==> config.mk <==
export PLATFORM = sky130hd
export DESIGN_NAME = radar_frame_deframer_flat
export DESIGN_NICKNAME = d
export VERILOG_FILES = /design/src/rfd_pkg.sv /design/src/rfd_in_if.sv /design/src/rfd_out_if.sv /design/src/rfd_parser.sv /design/src/rfd_queue.sv /design/src/radar_frame_deframer.sv /design/src/flat_wrapper.sv
export SDC_FILE = /design/constraint.sdc
export NUM_CORES = 2
export LEC_CHECK = 0
export BUFFER_PORTS_ARGS = -buffer_cell sky130_fd_sc_hd__clkbuf_2
export CORE_UTILIZATION = 48
export CTS_BUF_LIST = sky130_fd_sc_hd__clkbuf_8
export DETAILED_ROUTE_END_ITERATION = 16
export PLACE_DENSITY_LB_ADDON = 0.25
export SLEW_MARGIN = 10
export SYNTH_ARGS = -nofsm -noshare
export SYNTH_HDL_FRONTEND = slang
export SYNTH_SLANG_ARGS = --single-unit
==> constraint.sdc <==
create_clock -name clk -period 9.3 [get_ports clk]
set_input_delay 0.465 -clock clk [delete_from_list [all_inputs] [get_ports clk]]
set_output_delay 0.465 -clock clk [all_outputs]
set_load 0.005 [all_outputs]
==> src/rfd_pkg.sv <==
// shared types and constants for the radar frame deframer
// no dependencies
package rfd_pkg;

  localparam int BYTE_W  = 8;
  localparam int WORD_W  = 32;
  localparam int KIND_W  = 3;
  localparam int LIMIT_W = 10;
  localparam int CFG_IDX_W = 2;

  localparam logic [63:0] MAGIC_WORD = 64'h0201040306050807;

  localparam logic [WORD_W-1:0] FRAME_START_OFS = 32'd8;
  localparam logic [WORD_W-1:0] HEADER_END_OFS  = 32'd40;
  localparam logic [WORD_W-1:0] TLV_TYPE_OFS    = 32'd43;
  localparam logic [WORD_W-1:0] TLV_END_OFS     = 32'd48;
  localparam logic [WORD_W-1:0] PAYLOAD_OFS     = 32'd51;
  localparam logic [WORD_W-1:0] LEN_LAST_OFS    = 32'd15;

  localparam logic [WORD_W-1:0] PTC_RESET   = 32'd1;
  localparam logic [LIMIT_W-1:0] LIMIT_RESET = 10'd100;

  // record kinds
  localparam logic [KIND_W-1:0] KIND_HDR_LO = 3'd0;
  localparam logic [KIND_W-1:0] KIND_HDR_HI = 3'd1;
  localparam logic [KIND_W-1:0] KIND_TLV    = 3'd2;
  localparam logic [KIND_W-1:0] KIND_POINT  = 3'd3;
  localparam logic [KIND_W-1:0] KIND_END    = 3'd4;

  // configuration register indexes
  localparam logic [CFG_IDX_W-1:0] CFG_PTC   = 2'd0;
  localparam logic [CFG_IDX_W-1:0] CFG_LIMIT = 2'd1;

  // result queue
  localparam int Q_DEPTH = 8;
  localparam int Q_PTR_W = 3;
  localparam int Q_CNT_W = 4;

  typedef struct packed {
    logic [KIND_W-1:0] kind;
    logic [WORD_W-1:0] word0;
    logic [WORD_W-1:0] word1;
    logic [WORD_W-1:0] word2;
    logic [WORD_W-1:0] word3;
    logic              last;
  } rfd_rec_t;

  // records produced by one byte, rec0 goes out first
  typedef struct packed {
    logic [1:0] cnt;
    rfd_rec_t   rec0;
    rfd_rec_t   rec1;
  } rfd_push_t;

endpackage

==> src/rfd_in_if.sv <==
// byte input channel of the radar frame deframer
// depends on rfd_pkg
interface rfd_in_if import rfd_pkg::*; ();
  logic              valid;
  logic              ready;
  logic [BYTE_W-1:0] data_byte;

  modport source (output valid, output data_byte, input ready);
  modport sink (input valid, input data_byte, output ready);
endinterface

==> src/rfd_out_if.sv <==
// record output channel of the radar frame deframer
// depends on rfd_pkg
interface rfd_out_if import rfd_pkg::*; ();
  logic              valid;
  logic              ready;
  logic [KIND_W-1:0] record_kind;
  logic [WORD_W-1:0] word0;
  logic [WORD_W-1:0] word1;
  logic [WORD_W-1:0] word2;
  logic [WORD_W-1:0] word3;
  logic              last_of_run;

  modport source (output valid, output record_kind, output word0, output word1,
                  output word2, output word3, output last_of_run, input ready);
  modport sink (input valid, input record_kind, input word0, input word1,
                input word2, input word3, input last_of_run, output ready);
endinterface

==> src/rfd_parser.sv <==
// frame parser: magic search, header and tlv word assembly, point records
// depends on rfd_pkg; one registered byte in, up to two records out per byte
module rfd_parser import rfd_pkg::*; (
  input  logic               clk,
  input  logic               rst_n,
  input  logic               byte_valid,
  input  logic [BYTE_W-1:0]  byte_data,
  input  logic [WORD_W-1:0]  points_type_code,
  input  logic [LIMIT_W-1:0] point_limit,
  output rfd_push_t          push
);

  logic [63:0]        window_r, window_nxt;
  logic               in_frame_r, in_frame_nxt;
  logic [WORD_W-1:0]  offset_r, offset_nxt;
  logic [WORD_W-1:0]  flen_r, flen_nxt;
  logic [WORD_W-1:0]  wbuf_r, wbuf_nxt;
  logic [WORD_W-1:0]  hdr_r [3];
  logic [WORD_W-1:0]  hdr_nxt [3];
  logic [WORD_W-1:0]  tlv_type_r, tlv_type_nxt;
  logic [WORD_W-1:0]  tlv_len_r, tlv_len_nxt;
  logic [WORD_W-1:0]  pw_r [3];
  logic [WORD_W-1:0]  pw_nxt [3];
  logic [LIMIT_W-1:0] pe_r, pe_nxt;

  always_comb begin
    logic [WORD_W-1:0] o;
    logic [WORD_W-1:0] w;
    logic [WORD_W-1:0] flen_eff;
    logic              has_rec;
    logic              frame_end;
    rfd_rec_t          rec;
    rfd_rec_t          end_rec;

    window_nxt   = window_r;
    in_frame_nxt = in_frame_r;
    offset_nxt   = offset_r;
    flen_nxt     = flen_r;
    wbuf_nxt     = wbuf_r;
    hdr_nxt      = hdr_r;
    tlv_type_nxt = tlv_type_r;
    tlv_len_nxt  = tlv_len_r;
    pw_nxt       = pw_r;
    pe_nxt       = pe_r;
    push         = '0;

    o         = offset_r;
    w         = {byte_data, wbuf_r[WORD_W-1:BYTE_W]};
    flen_eff  = flen_r;
    has_rec   = 1'b0;
    frame_end = 1'b0;
    rec       = '0;
    end_rec   = '0;

    if (byte_valid) begin
      if (!in_frame_r) begin
        window_nxt = {window_r[63-BYTE_W:0], byte_data};
        if (window_nxt == MAGIC_WORD) begin
          in_frame_nxt = 1'b1;
          offset_nxt   = FRAME_START_OFS;
          flen_nxt     = '0;
          wbuf_nxt     = '0;
          pe_nxt       = '0;
        end
      end else begin
        wbuf_nxt = w;
        if (o[1:0] == 2'd3) begin
          if (o < HEADER_END_OFS) begin
            // header word index is o[5:2] - 2
            case (o[5:2])
              4'd2: hdr_nxt[0] = w;
              4'd3: begin
                hdr_nxt[1] = w;
                flen_nxt   = w;
                flen_eff   = w;
              end
              4'd4: hdr_nxt[2] = w;
              4'd5: begin
                has_rec = 1'b1;
                rec = '{kind: KIND_HDR_LO, word0: hdr_r[0], word1: hdr_r[1],
                        word2: hdr_r[2], word3: w, last: 1'b0};
              end
              4'd6: hdr_nxt[0] = w;
              4'd7: hdr_nxt[1] = w;
              4'd8: hdr_nxt[2] = w;
              4'd9: begin
                has_rec = 1'b1;
                rec = '{kind: KIND_HDR_HI, word0: hdr_r[0], word1: hdr_r[1],
                        word2: hdr_r[2], word3: w, last: 1'b0};
              end
              default: ;
            endcase
          end else if (o < TLV_END_OFS) begin
            if (o == TLV_TYPE_OFS) begin
              tlv_type_nxt = w;
            end else begin
              tlv_len_nxt = w;
              has_rec = 1'b1;
              rec = '{kind: KIND_TLV, word0: tlv_type_r, word1: w,
                      word2: '0, word3: '0, last: 1'b0};
            end
          end else if (tlv_type_r == points_type_code &&
                       (o - PAYLOAD_OFS) < tlv_len_r) begin
            // payload offset is a multiple of 16 from the frame, so o[3:2] picks the word
            if (o[3:2] != 2'd3) begin
              pw_nxt[o[3:2]] = w;
            end else if (pe_r < point_limit) begin
              has_rec = 1'b1;
              rec = '{kind: KIND_POINT, word0: pw_r[0], word1: pw_r[1],
                      word2: pw_r[2], word3: w, last: 1'b0};
              pe_nxt = pe_r + LIMIT_W'(1);
            end
          end
        end

        frame_end = (o >= LEN_LAST_OFS) &&
                    (({1'b0, o} + 33'd1) >= {1'b0, flen_eff});
        if (frame_end) begin
          in_frame_nxt = 1'b0;
          window_nxt   = '0;
          offset_nxt   = '0;
        end else begin
          offset_nxt = o + 32'd1;
        end

        end_rec = '{kind: KIND_END, word0: {{(WORD_W-LIMIT_W){1'b0}}, pe_nxt},
                    word1: '0, word2: '0, word3: '0, last: 1'b1};
        if (has_rec && frame_end) begin
          push.cnt  = 2'd2;
          push.rec0 = rec;
          push.rec1 = end_rec;
        end else if (frame_end) begin
          push.cnt  = 2'd1;
          push.rec0 = end_rec;
        end else if (has_rec) begin
          push.cnt       = 2'd1;
          push.rec0      = rec;
          push.rec0.last = 1'b1;
        end
      end
    end
  end

  always_ff @(posedge clk) begin
    if (!rst_n) begin
      window_r   <= '0;
      in_frame_r <= 1'b0;
      offset_r   <= '0;
      flen_r     <= '0;
      wbuf_r     <= '0;
      hdr_r      <= '{default: '0};
      tlv_type_r <= '0;
      tlv_len_r  <= '0;
      pw_r       <= '{default: '0};
      pe_r       <= '0;
    end else begin
      window_r   <= window_nxt;
      in_frame_r <= in_frame_nxt;
      offset_r   <= offset_nxt;
      flen_r     <= flen_nxt;
      wbuf_r     <= wbuf_nxt;
      hdr_r      <= hdr_nxt;
      tlv_type_r <= tlv_type_nxt;
      tlv_len_r  <= tlv_len_nxt;
      pw_r       <= pw_nxt;
      pe_r       <= pe_nxt;
    end
  end

endmodule

==> src/rfd_queue.sv <==
// result queue: takes up to two records a cycle, hands out one
// depends on rfd_pkg
module rfd_queue import rfd_pkg::*; (
  input  logic               clk,
  input  logic               rst_n,
  input  rfd_push_t          push,
  input  logic               pop,
  output rfd_rec_t           head,
  output logic               head_valid,
  output logic [Q_CNT_W-1:0] count
);

  rfd_rec_t           mem [Q_DEPTH];
  logic [Q_PTR_W-1:0] wr_ptr_r, wr_ptr_nxt;
  logic [Q_PTR_W-1:0] rd_ptr_r, rd_ptr_nxt;
  logic [Q_CNT_W-1:0] count_r, count_nxt;
  logic [Q_PTR_W-1:0] wr_ptr_p1;

  assign wr_ptr_p1  = wr_ptr_r + Q_PTR_W'(1);
  assign head       = mem[rd_ptr_r];
  assign head_valid = (count_r != '0);
  assign count      = count_r;

  always_comb begin
    wr_ptr_nxt = wr_ptr_r + Q_PTR_W'(push.cnt);
    rd_ptr_nxt = rd_ptr_r + Q_PTR_W'(pop);
    count_nxt  = count_r + Q_CNT_W'(push.cnt) - Q_CNT_W'(pop);
  end

  always_ff @(posedge clk) begin
    if (!rst_n) begin
      wr_ptr_r <= '0;
      rd_ptr_r <= '0;
      count_r  <= '0;
    end else begin
      wr_ptr_r <= wr_ptr_nxt;
      rd_ptr_r <= rd_ptr_nxt;
      count_r  <= count_nxt;
    end
  end

  always_ff @(posedge clk) begin
    if (push.cnt != 2'd0) begin
      mem[wr_ptr_r] <= push.rec0;
    end
    if (push.cnt == 2'd2) begin
      mem[wr_ptr_p1] <= push.rec1;
    end
  end

endmodule

==> src/radar_frame_deframer.sv <==
// radar frame deframer top level: byte input register, parser, result queue
// a byte is registered on transfer, then its records are written into the queue
// throughput: one byte per cycle; a byte may make two records, which drain
//   one per cycle when out_ch is ready; an 8-entry queue throttles input near full
// reset: rst_n synchronous active low; searching for magic, type code 1, limit 100
// depends on rfd_pkg, rfd_in_if, rfd_out_if, rfd_parser, rfd_queue
module radar_frame_deframer import rfd_pkg::*; (
  input  logic                 clk,
  input  logic                 rst_n,
  rfd_in_if.sink               in_ch,
  rfd_out_if.source            out_ch,
  input  logic                 cfg_we,
  input  logic [CFG_IDX_W-1:0] cfg_index,
  input  logic [WORD_W-1:0]    cfg_data
);

  logic               s1_valid_r;
  logic [BYTE_W-1:0]  s1_byte_r;
  logic [WORD_W-1:0]  ptc_r;
  logic [LIMIT_W-1:0] limit_r;
  rfd_push_t          push;
  rfd_rec_t           head;
  logic               head_valid;
  logic [Q_CNT_W-1:0] q_count;
  logic               in_xfer;
  logic               out_xfer;
  logic [Q_CNT_W:0]   q_claim;

  // room for the byte in flight plus the new one, two records each
  assign q_claim     = {1'b0, q_count} + (s1_valid_r ? (Q_CNT_W+1)'(2) : '0);
  assign in_ch.ready = (q_claim <= (Q_CNT_W+1)'(Q_DEPTH - 2));
  assign in_xfer     = in_ch.valid && in_ch.ready;
  assign out_xfer    = out_ch.valid && out_ch.ready;

  always_ff @(posedge clk) begin
    if (!rst_n) begin
      s1_valid_r <= 1'b0;
    end else begin
      s1_valid_r <= in_xfer;
    end
  end

  always_ff @(posedge clk) begin
    if (in_xfer) begin
      s1_byte_r <= in_ch.data_byte;
    end
  end

  always_ff @(posedge clk) begin
    if (!rst_n) begin
      ptc_r   <= PTC_RESET;
      limit_r <= LIMIT_RESET;
    end else if (cfg_we) begin
      if (cfg_index == CFG_PTC) begin
        ptc_r <= cfg_data;
      end else if (cfg_index == CFG_LIMIT) begin
        limit_r <= cfg_data[LIMIT_W-1:0];
      end
    end
  end

  rfd_parser u_parser (
    .clk              (clk),
    .rst_n            (rst_n),
    .byte_valid       (s1_valid_r),
    .byte_data        (s1_byte_r),
    .points_type_code (ptc_r),
    .point_limit      (limit_r),
    .push             (push)
  );

  rfd_queue u_queue (
    .clk        (clk),
    .rst_n      (rst_n),
    .push       (push),
    .pop        (out_xfer),
    .head       (head),
    .head_valid (head_valid),
    .count      (q_count)
  );

  assign out_ch.valid       = head_valid;
  assign out_ch.record_kind = head.kind;
  assign out_ch.word0       = head.word0;
  assign out_ch.word1       = head.word1;
  assign out_ch.word2       = head.word2;
  assign out_ch.word3       = head.word3;
  assign out_ch.last_of_run = head.last;

endmodule

==> src/flat_wrapper.sv <==
// flat-port wrapper written by rule: the top's interface ports become plain ports
module radar_frame_deframer_flat import rfd_pkg::*;
  (clk, rst_n, cfg_we, cfg_index, cfg_data, in_ch_valid, in_ch_data_byte, in_ch_ready, out_ch_valid, out_ch_record_kind, out_ch_word0, out_ch_word1, out_ch_word2, out_ch_word3, out_ch_last_of_run, out_ch_ready);
  rfd_in_if in_ch_i ();
  rfd_out_if out_ch_i ();
  input  logic clk;
  input  logic rst_n;
  input  logic cfg_we;
  input  logic [CFG_IDX_W-1:0] cfg_index;
  input  logic [WORD_W-1:0] cfg_data;
  input wire logic [$bits(in_ch_i.valid)-1:0] in_ch_valid;
  input wire logic [$bits(in_ch_i.data_byte)-1:0] in_ch_data_byte;
  output wire logic [$bits(in_ch_i.ready)-1:0] in_ch_ready;
  output wire logic [$bits(out_ch_i.valid)-1:0] out_ch_valid;
  output wire logic [$bits(out_ch_i.record_kind)-1:0] out_ch_record_kind;
  output wire logic [$bits(out_ch_i.word0)-1:0] out_ch_word0;
  output wire logic [$bits(out_ch_i.word1)-1:0] out_ch_word1;
  output wire logic [$bits(out_ch_i.word2)-1:0] out_ch_word2;
  output wire logic [$bits(out_ch_i.word3)-1:0] out_ch_word3;
  output wire logic [$bits(out_ch_i.last_of_run)-1:0] out_ch_last_of_run;
  input wire logic [$bits(out_ch_i.ready)-1:0] out_ch_ready;
  assign in_ch_i.valid = in_ch_valid;
  assign in_ch_i.data_byte = in_ch_data_byte;
  assign in_ch_ready = in_ch_i.ready;
  assign out_ch_valid = out_ch_i.valid;
  assign out_ch_record_kind = out_ch_i.record_kind;
  assign out_ch_word0 = out_ch_i.word0;
  assign out_ch_word1 = out_ch_i.word1;
  assign out_ch_word2 = out_ch_i.word2;
  assign out_ch_word3 = out_ch_i.word3;
  assign out_ch_last_of_run = out_ch_i.last_of_run;
  assign out_ch_i.ready = out_ch_ready;
  radar_frame_deframer u_core (.clk(clk), .rst_n(rst_n), .in_ch(in_ch_i), .out_ch(out_ch_i), .cfg_we(cfg_we), .cfg_index(cfg_index), .cfg_data(cfg_data));
endmodule
# Word level (Yosys, flattened, before mapping)
# Memories as Yosys holds them, arrays and structs flattened. A register that Yosys moved wholly into a read port is not among the register bits.
# Cells that the tools add are included.
totals:
  mem_bits_rw: 1056
  output_inout_bits: 134
  n_memories: 1
  input_bits: 47
  reg_bits: 480
classes:
  n_mux: 57
  n_reduce_logical: 24
  n_bitwise: 5
  n_addsub: 10
  eq_ne: 16
  magnitude_cmp: 9
memory_table:
  columns: ["name", "depth", "word_bits", "rd", "rd_ports_with_merged_regs", "wr", "line", "text"]
  rows:
  - ["u_core.u_queue.mem", 8, 132, 1, 1, 2, "rfd_queue.sv:13", "rfd_rec_t mem [Q_DEPTH];"]
ops:
  columns: ["op", "count"]
  rows:
  - ["266-bit two-way mux", 2]
  - ["132-bit two-way mux", 4]
  - ["131-bit two-way mux", 4]
  - ["32-bit two-way mux", 12]
  - ["133-bit two-way mux", 2]
  - ["130-bit case mux with 2 select lines", 1]
  - ["134-bit two-way mux", 1]
  - ["56-bit two-way mux", 2]
  - ["96-bit bitwise mux", 1]
  - ["10-bit two-way mux", 8]
  - ["32-bit demux with 2-bit select", 1]
  - ["64-bit by 58-bit equality test with 1-bit output, second input constant", 1]
  - ["32-bit by 6-bit less-than comparator with 1-bit output, second input constant", 2]
  - ["32-bit by 1-bit adder with 33-bit output, second input constant", 1]
  - ["33-bit by 32-bit greater-or-equal comparator with 1-bit output", 1]
  - ["32-bit by 1-bit adder with 32-bit output, second input constant", 1]
  - ["32-bit equality test", 1]
  - ["32-bit by 6-bit equality test with 1-bit output, second input constant", 1]
  - ["32-bit by 4-bit greater-or-equal comparator with 1-bit output, second input constant", 1]
  - ["32-bit less-than comparator", 1]
  - ["32-bit by 6-bit subtractor with 32-bit output, second input constant", 1]
  - ["1-bit two-way mux", 17]
  - ["4-bit by 3-bit equality test with 1-bit output, second input constant", 4]
  - ["5-bit AND reduction", 3]
  - ["30 further kinds", 48]

# Logic depth before layout (Yosys ltp)
depth:
  depth_word: 17
  ltp_mapped: 31
  mapped_depth_nobuf: 26

# Hierarchy
# Synthesis repeated with hierarchy kept, for this count alone.
hier_totals:
  cells_unflattened: 5771
  hier_area_um2: 76085.5
by_module_without_submodules:
  columns: ["module", "cells_each", "area_each_um2", "n_inst", "seq_area_each_um2"]
  rows:
  - ["rfd_queue", 2776, 52718.1, 1, 31910.6]
  - ["rfd_parser", 2797, 21525.6, 1, 8227.9]
  - ["radar_frame_deframer", 198, 1841.8, 1, 1101.1]

# Worst setup path after synthesis
# Ideal clock, no wire load.
synth_timing:
  kind: "flip-flop to flip-flop"
  from: "register u_core.u_parser.offset_r[0]"
  to: "memory u_core.u_queue.mem[5][0] in the netlist's numbering, enable pin"
  t_required_ps: 8956
  arrival_time_ps: 6482
  n_path_buf: 5
  period_less_slack_ps: 6826
  setup_time_ps: 344
  setup_slack_ps: 2474
  stages_incl_launch_ff: 29
  path_cell_list: "dfxtp_1 -> ha_1 -> clkbuf_1 -> nor3_1 -> nand2b_1 -> nand2_1 -> or2_2 -> nand2b_1 -> nor3b_1 -> nand2_1 -> xnor2_1 -> ha_1 -> and4_1 -> nand3_1 -> a21oi_1 -> a211oi_1 -> o311ai_0 -> nor3_1 -> clkbuf_1 -> clkbuf_1 -> o31a_1 -> ha_1 -> nand2_1 -> or3_1 -> nor3_1 -> nor2_1 -> clkbuf_1 -> clkbuf_1 -> inv_1"
synth_lines:
  columns: ["item", "line", "text"]
  rows:
  - ["from (decl)", "rfd_parser.sv:15", "logic [WORD_W-1:0] offset_r, offset_nxt;"]
  - ["from (signal assigned)", "rfd_parser.sv:159", "offset_r <= offset_nxt;"]
  - ["to (decl)", "rfd_queue.sv:13", null]

==> results_dict.tcl <==
set metrics [dict create \
    status "completed" \
    first_iter_violations 5621 \
    yosysWarnings 0 \
    switchingPower_w 0.00335 \
    max_slew.worst_pin.slew_ps 1410 \
    async_flop_share 0 \
    ys_seq_area_frac 0.512 \
    ys_ff_latch 1528 \
    final_area_um2 69400 \
    grt_usage 0.298 \
    port-buffer-count 180 \
    use_met2 0.483 \
    pwr-share-comb 0.076 \
    grt_max_degree 231 \
    setup_tns_ps 0 \
    slowest_delay_ps 690 \
    synth.distinct_cells 69 \
    synthCells 6505 \
    crit_fanout 60 \
    fin_skew_ps 77.6 \
    hold_path_class "input port to flip-flop" \
    hpwl_um 113000 \
    busiest_layer "met2" \
    ys.flop_type "dfxtp_1" \
    grt_pass1_vias 48500 \
    min_period_over_period 0.934 \
    slowest_stage "nand2_4" \
    slew_headroom 0.0542 \
    fin_nets 6691 \
    max_freq_mhz 115 \
    p_seq_frac 0.496 \
    viasPerCell 5.99 \
    cp-end-kind "flip-flop" \
    path_common_cell "or2_2" \
    drt_wl_total_um 197000 \
    avgRoutedWirePerCell_um 23.5 \
    remaining_drc_errors 0 \
    p_leak_nw 24.0 \
    num_rows 131 \
    ctsResizeCount 0 \
    vias 50400 \
    internal_power_w 0.0102 \
    crit_chain "nand3_1 > nor4_1 > nand2_1 > or2_2 > nand2b_1 > or2_2 > and2_1 > or2_2 > ha_1 > nand4_1 > nor4_1 > a41o_1 > a21o_1 > o21ai_0 > nor2_1 > ha_1 > inv_1 > and3_1 > a32oi_1 > nand2_1 > a211oi_2 > nand2_4 > buf_4 > o21ai_0" \
    htreeDepth 4 \
    num_io_pins 181 \
    synth_edf_count 104 \
    slew_viol_final 0 \
    start_kind "flip-flop" \
    coreArea_um2 128000 \
    synthTopCellsByArea "dfxtp_1 46%, nand2_1 9.9%, mux4_2 9.6%" \
    place.gp.congestion 0.920 \
    vdd_drop_max_mv 0.272 \
    netlist_area_um2 61800 \
    area_growth_pct 12.3 \
    synth_top_area_share 0.461 \
    initial_utilization 0.484 \
    nFillCells 11400 \
    critPathArrivalTime_ps 9530 \
    min_period_ps 8680 \
    rsz0062_at_grt "no" \
    ant_nets 0 \
    avgSynthCellArea_um2 9.50 \
    hold_viol 0 \
    swShare 0.248 \
    synth_top_cell_by_area "dfxtp_1" \
    setup-violations-final 0 \
    reg2reg_slack_ps 620 \
    grtUsageMet3 0.0524 \
    maxCapViolations 0 \
    grt_pass1_wl_um 299000 \
    die_area_um2 130000 \
    die_h_um 361 \
    cts.sinks 1528 \
    required_ps 10150 \
    cts_tree "done" \
    use_met1 0.400 \
    grt_overflow_total 0 \
    cts.clk_slew.worst_paths_ps 70 \
    placed_cell_area_um2 64000 \
    drtPass1Iterations 9 \
    antenna_found_initial 5 \
    powerDensity_nw_per_um2 195 \
    syn-num-nets 6643 \
    critPathKind "flip-flop to flip-flop" \
    numCtsBuffers 238 \
    cts_buffer_depth 3 \
    drive_gt1_frac 0.161 \
    cts-root-buf "clkbuf_8" \
    clk_latency_ps 960 \
    clkPwrFrac 0.427 \
    die_w_um 361 \
]
## power groups by stage
stage / logic (W) / clock network, W / registers (W)
after floorplan: 0.000816 / 0 / 0.00680
after global placement: 0.00103 / 0 / 0.00685
after detailed placement: 0.00104 / 0 / 0.00685
after CTS: 0.00105 / 0.00583 / 0.00671
after global routing: 0.00111 / 0.00613 / 0.00671
final: 0.00103 / 0.00577 / 0.00671
## logic make-up after synthesis
kind of cell,after synthesis,share of synthesized area
flip-flops,1528,0.512
buffers and inverters,601,0.0368
adder cells (fa/ha/maj),91,0.0187
AND/OR/NAND/NOR,2022,0.132
AO/OA/AOI/OAI,1696,0.155
XOR/XNOR,105,0.0149
multiplexers,462,0.131
## layout by cell type, fill, tap and decap left out, types with 39 or more instances in the layout
master / synthesis / routed
nor2_1: 187 / 176
a222oi_1: 39 / 39
clkbuf_8: 0 / 286
inv_1: 75 / 159
xnor2_1: 77 / 77
clkbuf_2: 0 / 180
o22ai_1: 80 / 80
mux2_2: 133 / 133
a22oi_1: 85 / 85
edfxtp_1: 104 / 104
dlygate4sd3_1: 0 / 41
mux2i_1: 65 / 65
dfxtp_1: 1424 / 1421
a22o_1: 80 / 80
o21ai_0: 994 / 994
ha_1: 89 / 89
a21oi_1: 336 / 334
mux4_2: 264 / 264
buf_4: 0 / 95
nand2_1: 1624 / 1614
## registers in the layout (all words and copies together) (netlist names), 4 cells and up
signal / flops
u_core.u_parser.flen_r: 32
u_core.u_parser.offset_r: 32
u_core.u_parser.hdr_r: 96
u_core.u_parser.window_r: 56
u_core.ptc_r: 32
u_core.u_queue.count: 4
u_core.u_parser.wbuf_r: 24
u_core.u_queue.mem: 1056
u_core.u_parser.pe_r: 10
u_core.limit_r: 10
u_core.s1_byte_r: 8
u_core.u_parser.tlv_len_r: 32
u_core.u_parser.tlv_type_r: 32
u_core.u_parser.pw_r: 96
## area by class of cell
class | count | area, um^2 | area share
repair buffers | 333 | 2340 | 0.0337
well taps | 1662 | 2080 | 0.0300
flip-flops and latches | 1528 | 31600 | 0.456
clock buffers | 286 | 3940 | 0.0567
diodes | 6 | 15.0 | 0.000216
clock inverters | 145 | 943 | 0.0136
multi-input cells | 4376 | 28100 | 0.405
inverters | 76 | 293 | 0.00422
## cell usage after synthesis (26+ instances only)
cell type and instances:
a21oi_1 336, a222oi_1 39, a22o_1 80, a22oi_1 85, a2bb2oi_1 32, buf_1 48, clkbuf_1 465, dfxtp_1 1424
edfxtp_1 104, ha_1 89, inv_1 75, mux2_2 133, mux2i_1 65, mux4_2 264, nand2_1 1624, nand3_1 38
nand4_1 31, nor2_1 187, nor3_1 26, o21ai_0 994, o22ai_1 80, xnor2_1 77, xor2_1 28
## per-stage QoR
stage | worst slack, ps | util | total power (W) | std cells | hold slack, ps
floorplan | 2470 | - | 0.00762 | 6505 | 420
global placement | 1050 | 0.502 | 0.00788 | 7931 | 428
detailed placement | 951 | 0.502 | 0.00789 | 7932 | 437
CTS | 900 | 0.543 | 0.0136 | 8404 | 17.4
global route | 208 | 0.543 | 0.0139 | 8409 | 99.5
finish | 617 | 0.543 | 0.0135 | 8412 | 92.1
## critical path: cells and delay by family, from the launching register on
family	cells	cell delay, ps
AO/OA/AOI/OAI	6	1780
flip-flops	1	660
buffers and inverters	2	560
AND/OR/NAND/NOR	14	4940
adder cells (fa/ha/maj)	2	560
## per-layer routing
metal,part of all wire,up-vias
li1,-,22900
met1,0.41,24800
met2,0.47,2300
met3,0.091,372
met4,0.031,2
met5,0.000066,-
## final timing paths
kind / cells after the start / to / from
worst max-delay path: 24 / u_core.u_queue.mem[7][41]$_SDFFE_PP0P_ / u_core.u_parser.offset_r[2]$_SDFFE_PN0P_
worst min-delay path: 4 / u_core.u_queue.rd_ptr_r[0]$_SDFF_PN0_ / out_ch_ready
worst max register to register: 24 / u_core.u_queue.mem[7][41]$_SDFFE_PP0P_ / u_core.u_parser.offset_r[2]$_SDFFE_PN0P_
worst min register to register: 2 / u_core.u_queue.mem[6][71]$_SDFFE_PP0P_ / u_core.u_queue.mem[6][71]$_SDFFE_PP0P_
## timing repair
item                                   CTS  global route
endpoints found under the hold margin   56             0
hold buffers                            41             0
setup buffers                            0             0
Power figures use the tool's default switching activity.
